$ cat config.mk
export PLATFORM = sky130hd
export DESIGN_NAME = spi_register_frame_crc8_unit
export DESIGN_NICKNAME = d
export VERILOG_FILES = /design/src/rtl/srfc8_pkg.sv /design/src/rtl/spi_register_frame_crc8_unit.sv
export SDC_FILE = /design/constraint.sdc
export NUM_CORES = 1
export LEC_CHECK = 0
export BUFFER_PORTS_ARGS = -buffer_cell sky130_fd_sc_hd__buf_2
export CORE_MARGIN = 4
export CORE_UTILIZATION = 45
export DETAILED_ROUTE_END_ITERATION = 10
export PLACE_DENSITY = 0.64
export SLEW_MARGIN = 0
export SYNTH_ARGS = -nofsm -noshare
export SYNTH_HDL_FRONTEND = slang
export SYNTH_SLANG_ARGS = --single-unit
$ cat constraint.sdc
create_clock -name clk_i -period 4.05 [get_ports clk_i]
set_clock_uncertainty 0.1 [all_clocks]
set_input_delay 0.405 -clock clk_i [delete_from_list [all_inputs] [get_ports clk_i]]
set_output_delay 0.405 -clock clk_i [all_outputs]
set_load 0.03 [all_outputs]
$ cat src/rtl/srfc8_pkg.sv
// Package for the SPI register-access framer with CRC-8.
// Holds the item structs, the frame and command codes and the CRC byte step.
// No dependencies; imported by spi_register_frame_crc8_unit.
package srfc8_pkg;

  // Item types.
  typedef enum logic {
    OP_START = 1'b0,
    OP_RX    = 1'b1
  } opcode_e;

  // Frame kinds. The unused code is treated as a status frame.
  typedef enum logic [1:0] {
    KIND_WRITE  = 2'd0,
    KIND_READ   = 2'd1,
    KIND_STATUS = 2'd2
  } kind_e;

  // Configuration register indexes.
  typedef enum logic [1:0] {
    CFG_WRITE_CODE  = 2'd0,
    CFG_READ_CODE   = 2'd1,
    CFG_STATUS_CODE = 2'd2,
    CFG_ACK_VALUE   = 2'd3
  } cfg_index_e;

  localparam logic [7:0] CRC_POLY = 8'h07;
  localparam logic [7:0] CRC_TOP  = 8'h80;

  localparam logic [7:0] WRITE_CODE_RST  = 8'd242;
  localparam logic [7:0] READ_CODE_RST   = 8'd244;
  localparam logic [7:0] STATUS_CODE_RST = 8'd240;
  localparam logic [7:0] ACK_VALUE_RST   = 8'd165;

  // Frame lengths in bytes, and positions of the CRC and last byte.
  localparam logic [3:0] LEN_LONG      = 4'd8;
  localparam logic [3:0] LEN_SHORT     = 4'd4;
  localparam logic [2:0] CRC_POS_LONG  = 3'd6;
  localparam logic [2:0] CRC_POS_SHORT = 3'd2;
  localparam logic [2:0] LAST_LONG     = 3'd7;
  localparam logic [2:0] LAST_SHORT    = 3'd3;

  typedef struct packed {
    logic        opcode;
    logic [1:0]  op_kind;
    logic [6:0]  reg_address;
    logic [31:0] write_data;
    logic [7:0]  rx_byte;
  } in_item_t;

  typedef struct packed {
    logic        is_reply;
    logic [7:0]  tx_byte;
    logic        tx_last;
    logic [10:0] status_bits;
    logic [31:0] read_data;
    logic [7:0]  crc_byte;
    logic [7:0]  ack_byte;
    logic        nack;
  } out_item_t;

  // One byte of CRC-8, MSB first, polynomial 0x07.
  function automatic logic [7:0] crc8_byte(input logic [7:0] crc, input logic [7:0] data);
    logic [7:0] c;
    c = crc ^ data;
    for (int b = 0; b < 8; b++) begin
      if ((c & CRC_TOP) != 8'd0) begin
        c = {c[6:0], 1'b0} ^ CRC_POLY;
      end else begin
        c = {c[6:0], 1'b0};
      end
    end
    return c;
  endfunction

endpackage

$ cat src/rtl/spi_register_frame_crc8_unit.sv
// SPI register-access framer with CRC-8: builds transmit frames and parses replies.
// Depends on srfc8_pkg for item structs, codes and the CRC byte step.
//
//   channel | direction | handshake             | payload
//   in      | input     | in_valid_i/in_stall_o  | in_data_i (in_item_t)
//   out     | output    | out_valid_o/out_stall_i| out_data_o (out_item_t)
//   cfg     | input     | cfg_we_i               | cfg_index_i, cfg_wdata_i
//
// An item waits in the input register, then is handled in one pass into the output
// register. A start request occupies the frame emitter for a frame of 4 or 8 bytes,
// one transmit byte per cycle while the output is not stalled. The emitter sets the rate.
// Reset is asynchronous and active low; it clears control state and loads register
// defaults. A stalled output holds its item and the emitter; input stalls behind it.
module spi_register_frame_crc8_unit
  import srfc8_pkg::*;
(
  input  logic       clk_i,
  input  logic       rst_ni,
  input  logic       in_valid_i,
  output logic       in_stall_o,
  input  in_item_t   in_data_i,
  output logic       out_valid_o,
  input  logic       out_stall_i,
  output out_item_t  out_data_o,
  input  logic       cfg_we_i,
  input  logic [1:0] cfg_index_i,
  input  logic [7:0] cfg_wdata_i
);

  // Configuration registers.
  logic [7:0] write_code_q, read_code_q, status_code_q, ack_value_q;

  always_ff @(posedge clk_i or negedge rst_ni) begin
    if (!rst_ni) begin
      write_code_q  <= WRITE_CODE_RST;
      read_code_q   <= READ_CODE_RST;
      status_code_q <= STATUS_CODE_RST;
      ack_value_q   <= ACK_VALUE_RST;
    end else if (cfg_we_i) begin
      unique case (cfg_index_i)
        CFG_WRITE_CODE:  write_code_q  <= cfg_wdata_i;
        CFG_READ_CODE:   read_code_q   <= cfg_wdata_i;
        CFG_STATUS_CODE: status_code_q <= cfg_wdata_i;
        CFG_ACK_VALUE:   ack_value_q   <= cfg_wdata_i;
        default:         ;
      endcase
    end
  end

  // Input register, output register, emitter and receive state.
  in_item_t        in_q;
  logic            in_vld_q, in_vld_d;
  out_item_t       out_q, out_d;
  logic            out_vld_q, out_vld_d;
  logic            em_active_q, em_active_d;
  logic [2:0]      em_idx_q, em_idx_d;
  logic [2:0]      em_last_q, em_last_d;
  logic [2:0]      em_crcpos_q, em_crcpos_d;
  logic [7:0]      em_crc_q, em_crc_d;
  logic [7:0][7:0] em_buf_q, em_buf_d;
  kind_e           frame_kind_q, frame_kind_d;
  logic [3:0]      rx_count_q, rx_count_d;
  logic [7:0][7:0] rx_frame_q, rx_frame_d;

  logic out_free, consume, in_accept;

  assign out_free   = !out_vld_q || !out_stall_i;
  assign consume    = out_free && !em_active_q && in_vld_q;
  assign in_stall_o = in_vld_q && !consume;
  assign in_accept  = in_valid_i && !in_stall_o;
  assign in_vld_d   = in_accept || (in_vld_q && !consume);

  // Working values for the item in the input register.
  kind_e           kind;
  logic [7:0]      cmd_byte;
  logic [7:0]      em_byte;
  logic [3:0]      rx_len;
  logic [7:0][7:0] rx_new;
  logic [7:0]      reply_ack;

  always_comb begin
    case (in_q.op_kind)
      KIND_WRITE: begin
        kind     = KIND_WRITE;
        cmd_byte = write_code_q;
      end
      KIND_READ: begin
        kind     = KIND_READ;
        cmd_byte = read_code_q;
      end
      default: begin
        kind     = KIND_STATUS;
        cmd_byte = status_code_q;
      end
    endcase
  end

  assign em_byte = (em_idx_q == em_crcpos_q) ? em_crc_q : em_buf_q[em_idx_q];
  assign rx_len  = (frame_kind_q == KIND_STATUS) ? LEN_SHORT : LEN_LONG;

  always_comb begin
    rx_new                   = rx_frame_q;
    rx_new[rx_count_q[2:0]]  = in_q.rx_byte;
  end

  assign reply_ack = (frame_kind_q == KIND_STATUS) ? rx_new[3] : rx_new[7];

  // One pass: next emitter byte, or the waiting input item.
  always_comb begin
    out_d        = out_q;
    out_vld_d    = out_vld_q && out_stall_i;
    em_active_d  = em_active_q;
    em_idx_d     = em_idx_q;
    em_last_d    = em_last_q;
    em_crcpos_d  = em_crcpos_q;
    em_crc_d     = em_crc_q;
    em_buf_d     = em_buf_q;
    frame_kind_d = frame_kind_q;
    rx_count_d   = rx_count_q;
    rx_frame_d   = rx_frame_q;

    if (out_free && em_active_q) begin
      out_d         = '0;
      out_d.tx_byte = em_byte;
      out_d.tx_last = (em_idx_q == em_last_q);
      out_vld_d     = 1'b1;
      em_crc_d      = crc8_byte(em_crc_q, em_byte);
      em_idx_d      = em_idx_q + 3'd1;
      em_active_d   = (em_idx_q != em_last_q);
    end else if (consume) begin
      if (in_q.opcode == OP_START) begin
        // Start a frame: send the command byte now, the rest from the emitter.
        frame_kind_d = kind;
        rx_count_d   = '0;
        rx_frame_d   = '0;
        em_buf_d     = '0;
        em_buf_d[0]  = cmd_byte;
        em_buf_d[1]  = {in_q.reg_address, 1'b0};
        if (kind == KIND_WRITE) begin
          em_buf_d[2] = in_q.write_data[31:24];
          em_buf_d[3] = in_q.write_data[23:16];
          em_buf_d[4] = in_q.write_data[15:8];
          em_buf_d[5] = in_q.write_data[7:0];
          em_crcpos_d = CRC_POS_LONG;
        end else begin
          em_crcpos_d = CRC_POS_SHORT;
        end
        // Read frames are padded to the long length like write frames.
        em_last_d     = (kind == KIND_STATUS) ? LAST_SHORT : LAST_LONG;
        em_crc_d      = crc8_byte(8'd0, cmd_byte);
        em_idx_d      = 3'd1;
        em_active_d   = 1'b1;
        out_d         = '0;
        out_d.tx_byte = cmd_byte;
        out_vld_d     = 1'b1;
      end else if (rx_count_q < rx_len) begin
        // Collect a received byte; the last one of the frame yields the reply.
        rx_frame_d = rx_new;
        rx_count_d = rx_count_q + 4'd1;
        if (rx_count_q + 4'd1 == rx_len) begin
          out_d             = '0;
          out_d.is_reply    = 1'b1;
          out_d.status_bits = {rx_new[0][2:0], rx_new[1]};
          if (frame_kind_q == KIND_READ) begin
            out_d.read_data = {rx_new[2], rx_new[3], rx_new[4], rx_new[5]};
            out_d.crc_byte  = rx_new[6];
          end else begin
            out_d.crc_byte  = rx_new[2];
          end
          out_d.ack_byte    = reply_ack;
          out_d.nack        = (reply_ack != ack_value_q);
          out_vld_d         = 1'b1;
        end
      end
    end
  end

  // Control registers.
  always_ff @(posedge clk_i or negedge rst_ni) begin
    if (!rst_ni) begin
      in_vld_q     <= 1'b0;
      out_vld_q    <= 1'b0;
      em_active_q  <= 1'b0;
      em_idx_q     <= '0;
      em_last_q    <= LAST_LONG;
      em_crcpos_q  <= CRC_POS_LONG;
      em_crc_q     <= '0;
      frame_kind_q <= KIND_WRITE;
      rx_count_q   <= '0;
      rx_frame_q   <= '0;
    end else begin
      in_vld_q     <= in_vld_d;
      out_vld_q    <= out_vld_d;
      em_active_q  <= em_active_d;
      em_idx_q     <= em_idx_d;
      em_last_q    <= em_last_d;
      em_crcpos_q  <= em_crcpos_d;
      em_crc_q     <= em_crc_d;
      frame_kind_q <= frame_kind_d;
      rx_count_q   <= rx_count_d;
      rx_frame_q   <= rx_frame_d;
    end
  end

  // Payload registers.
  always_ff @(posedge clk_i) begin
    if (in_accept) begin
      in_q <= in_data_i;
    end
    out_q    <= out_d;
    em_buf_q <= em_buf_d;
  end

  assign out_valid_o = out_vld_q;
  assign out_data_o  = out_q;

  // While the emitter runs, a transmit byte of its frame sits in the output register.
  a_emit_has_out: assert property (@(posedge clk_i) disable iff (!rst_ni)
    em_active_q |-> (out_vld_q && !out_q.is_reply && !out_q.tx_last))
    else $error("emitter active without a pending transmit byte");

  // Once the last byte of a frame is in the output register, the emitter is done.
  a_last_ends: assert property (@(posedge clk_i) disable iff (!rst_ni)
    (out_vld_q && !out_stall_i && out_q.tx_last && !out_q.is_reply) |-> !em_active_q)
    else $error("emitter still active after the last transmit byte");

  // The receive count never passes the frame length.
  a_rx_bound: assert property (@(posedge clk_i) disable iff (!rst_ni)
    (rx_count_q <= LEN_LONG) &&
    ((frame_kind_q != KIND_STATUS) || (rx_count_q <= LEN_SHORT)))
    else $error("receive count beyond frame length");

  // No input item is taken while the emitter is busy.
  a_no_consume_busy: assert property (@(posedge clk_i) disable iff (!rst_ni)
    em_active_q |-> !consume)
    else $error("input item consumed during frame emission");

  // A stalled result is held.
  a_out_hold: assert property (@(posedge clk_i) disable iff (!rst_ni)
    (out_vld_q && out_stall_i) |=> (out_vld_q && $stable(out_q)))
    else $error("stalled result changed");

endmodule
==> flow_summary.yaml <==
logic_synthesis:
  synthesis.instances: 1075
  syn-cell-area_um2: 12400
  synthFlopType: "edfxtp_1"
  synth_edf_count: 106
  synth_seq_cells: 280
  ys_warn_count: 0
  syn-num-nets: 1144
  seq_area_frac_synth: 0.587
  postSynth.asyncResetShare: 0.404
  syn_area_per_cell_um2: 11.5
  synth_cell_type_count: 60
cells_and_area:
  nNetsFinal: 1311
  drive_above_1_share: 0.236
  n_antenna_cell: 0
  finalNonFillerCells: 1606
  fin_area_um2: 14800
  synthToLayoutAreaGrowth_pct: 20.0
clock_network:
  cts_tree: "done"
  post_cts_buffers: 0
  clk_latency_ns: 0.56
  cts-root-buf: "clkbuf_16"
  clkTransAtPathRegs_ns: 0.06
  clockBufferDepth: 3
  numCtsBuffers: 30
  cts_sinks: 280
  cts.htree.levels: 1
detailed_routing:
  drcViolationCount: 0
  drt_iter0_markers: 597
  drt_wl_total_um: 29500
  vias: 8829
  drtAntennaViolNets: 0
  firstDrtPassIters: 5
  viasPerCell: 5.50
  routedWlPerCell_um: 18.4
floorplanning:
  core_um2: 27000
  num_rows: 60
  fp.dieH_um: 174
  die_area_um2: 30200
  io_pins: 137
  die_width_um: 174
  start_util: 0.458
worst_setup_path:
  criticalPathCategory: "flip-flop to flip-flop"
  r2r_cells: 9
  crit_fanout: 28
  endpoint_kind: "flip-flop"
  start_kind: "flip-flop"
  cp_data_required_time_ns: 4.15
  arrival_ns: 3.28
placement:
  gp_congestion: 0.861
  hpwl_um: 19200
  dp.cells: 1499
  placed_cell_area_um2: 13300
  portBuffers: 136
sta:
  worst_slew_pin_slew_ns: 1.04
  min_period_ns: 3.18
  report.final.slew_viol_count: 0
  hold_viol_final: 0
  relSlewSlack: 0.306
  tns_ns: 0
  fmax_mhz: 314
  rsz0062_at_grt: "no"
  min_period_over_period: 0.786
  finalSetupViolCount: 0
power:
  p_per_area_nw_per_um2: 681
  leakage_nw: 6.13
  vdd_ir_drop_max_mv: 0.442
job:
  drv_cap: 0
global_routing:
  grt_max_degree: 63
  gr-total-overflow: 0
  grt_usage: 0.190
  grt_pass1_wl_um: 47100
  grt_pass1_vias: 8499
  grt_antenna_before_repair: 0
min_path:
  hold_class: "primary input to flip-flop"
  whs_path_depth: 2
outcome:
  status: "finished clean"
[cell type report]
class	count	area [um^2]
clock buffer	42	857
clock inverter	13	116
fill	2326	12200
inverter	15	61.3
multi-input combinational	706	4750
sequential	280	7260
tap	341	427
timing repair buffer	209	1370
[metal layers]
metal,up-vias,GRT usage,share of wire
met5,-,0,0
met3,60,0.0266,0.050
met4,0,0.0525,0.029
met2,252,0.325,0.49
li1,4237,-,-
met1,4280,0.255,0.43
[worst paths after layout]
kind                            slack [ns]               end       startpoint
min in group asynchronous             0.41    rx_frame_q[35]           rst_ni
worst max register to register        0.87    out_data_o[63]  frame_kind_q[0]
max in group asynchronous             2.58  status_code_q[5]           rst_ni
worst min register to register        0.32      em_buf_q[11]         in_q[42]
worst min-delay path                  0.05   write_code_q[4]   cfg_wdata_i[4]
worst max-delay path                  0.87    out_data_o[63]  frame_kind_q[0]
[registers in the layout, indices dropped and copies added (netlist names), 2 cells and up]
signal         cells
rx_frame_q        59
out_data_o        70
write_code_q       8
rx_count_q         4
em_crc_q           8
read_code_q        8
ack_value_q        8
status_code_q      8
frame_kind_q       2
in_q              50
em_buf_q          47
em_idx_q           3
[critical path: stages (launching register included)]
cell,delay (ns)
dfrtp_1,0.45
nand2b_1,0.34
inv_6,0.25
ha_1,0.29
a211oi_4,0.20
buf_4,0.25
and3_1,0.31
buf_4,0.25
nor3_4,0.05
inv_1,0.32
[synthesized netlist by cell type (all sizes together), types with 30 or more instances]
cell / number / area [um^2]
mux2: 52 / 586
clkbuf: 55 / 206
nand2: 140 / 528
nor2: 33 / 131
mux2i: 55 / 551
and2: 35 / 219
dfrtp: 93 / 2330
o21ai: 66 / 330
a21oi: 48 / 240
xnor2: 30 / 263
nand3: 39 / 195
a22o: 31 / 272
edfxtp: 106 / 3180
dfxtp: 61 / 1220
[where the power goes]
part           switching (W)  internal (W)  total, W
clock network        0.00110       0.00159   0.00269
logic                0.00208       0.00140   0.00348
registers           0.000387       0.00355   0.00394
total                0.00357       0.00654    0.0101
[cell families (layout without fill, tap and decap cells)]
logic type,count (synthesis),after routing,share of synthesized area
simple gates,318,318,0.124
flops,280,280,0.587
compound gates,229,229,0.123
mux,111,111,0.0991
buf+inv,89,279,0.0304
xor+xnor,44,44,0.0324
fa+ha+maj,4,4,0.00405
[what timing repair did]
action	4_1_cts	5_1_grt
gates resized for setup	0	0
hold buffers	52	0
hold endpoints to repair	110	0
[layout by cell type (no fill, tap or decap), drive strengths merged, types with 20 or more instances in the layout]
cell type	n
buf	157
nand2	140
edfxtp	106
dfrtp	93
o21ai	66
dfxtp	61
mux2i	55
mux2	52
dlygate4sd3	52
a21oi	48
clkbuf	42
nand3	39
and2	35
nor2	33
a22o	31
xnor2	30
nand2b	24
o22ai	24
dfstp	20
[per-stage QoR]
step           total power [W]   util  worst slack (ns)  hold WS (ns)
6_report                0.0101  0.549             0.867        0.0474
3_3_place_gp           0.00737  0.494             0.991         0.308
4_1_cts                 0.0102  0.549             0.894        0.0280
5_1_grt                 0.0107  0.549             0.686        0.0309
2_1_floorplan          0.00656      -             0.409       0.00941
3_5_place_dp           0.00743  0.494             0.882         0.307
(Power assumes the default switching activity.)
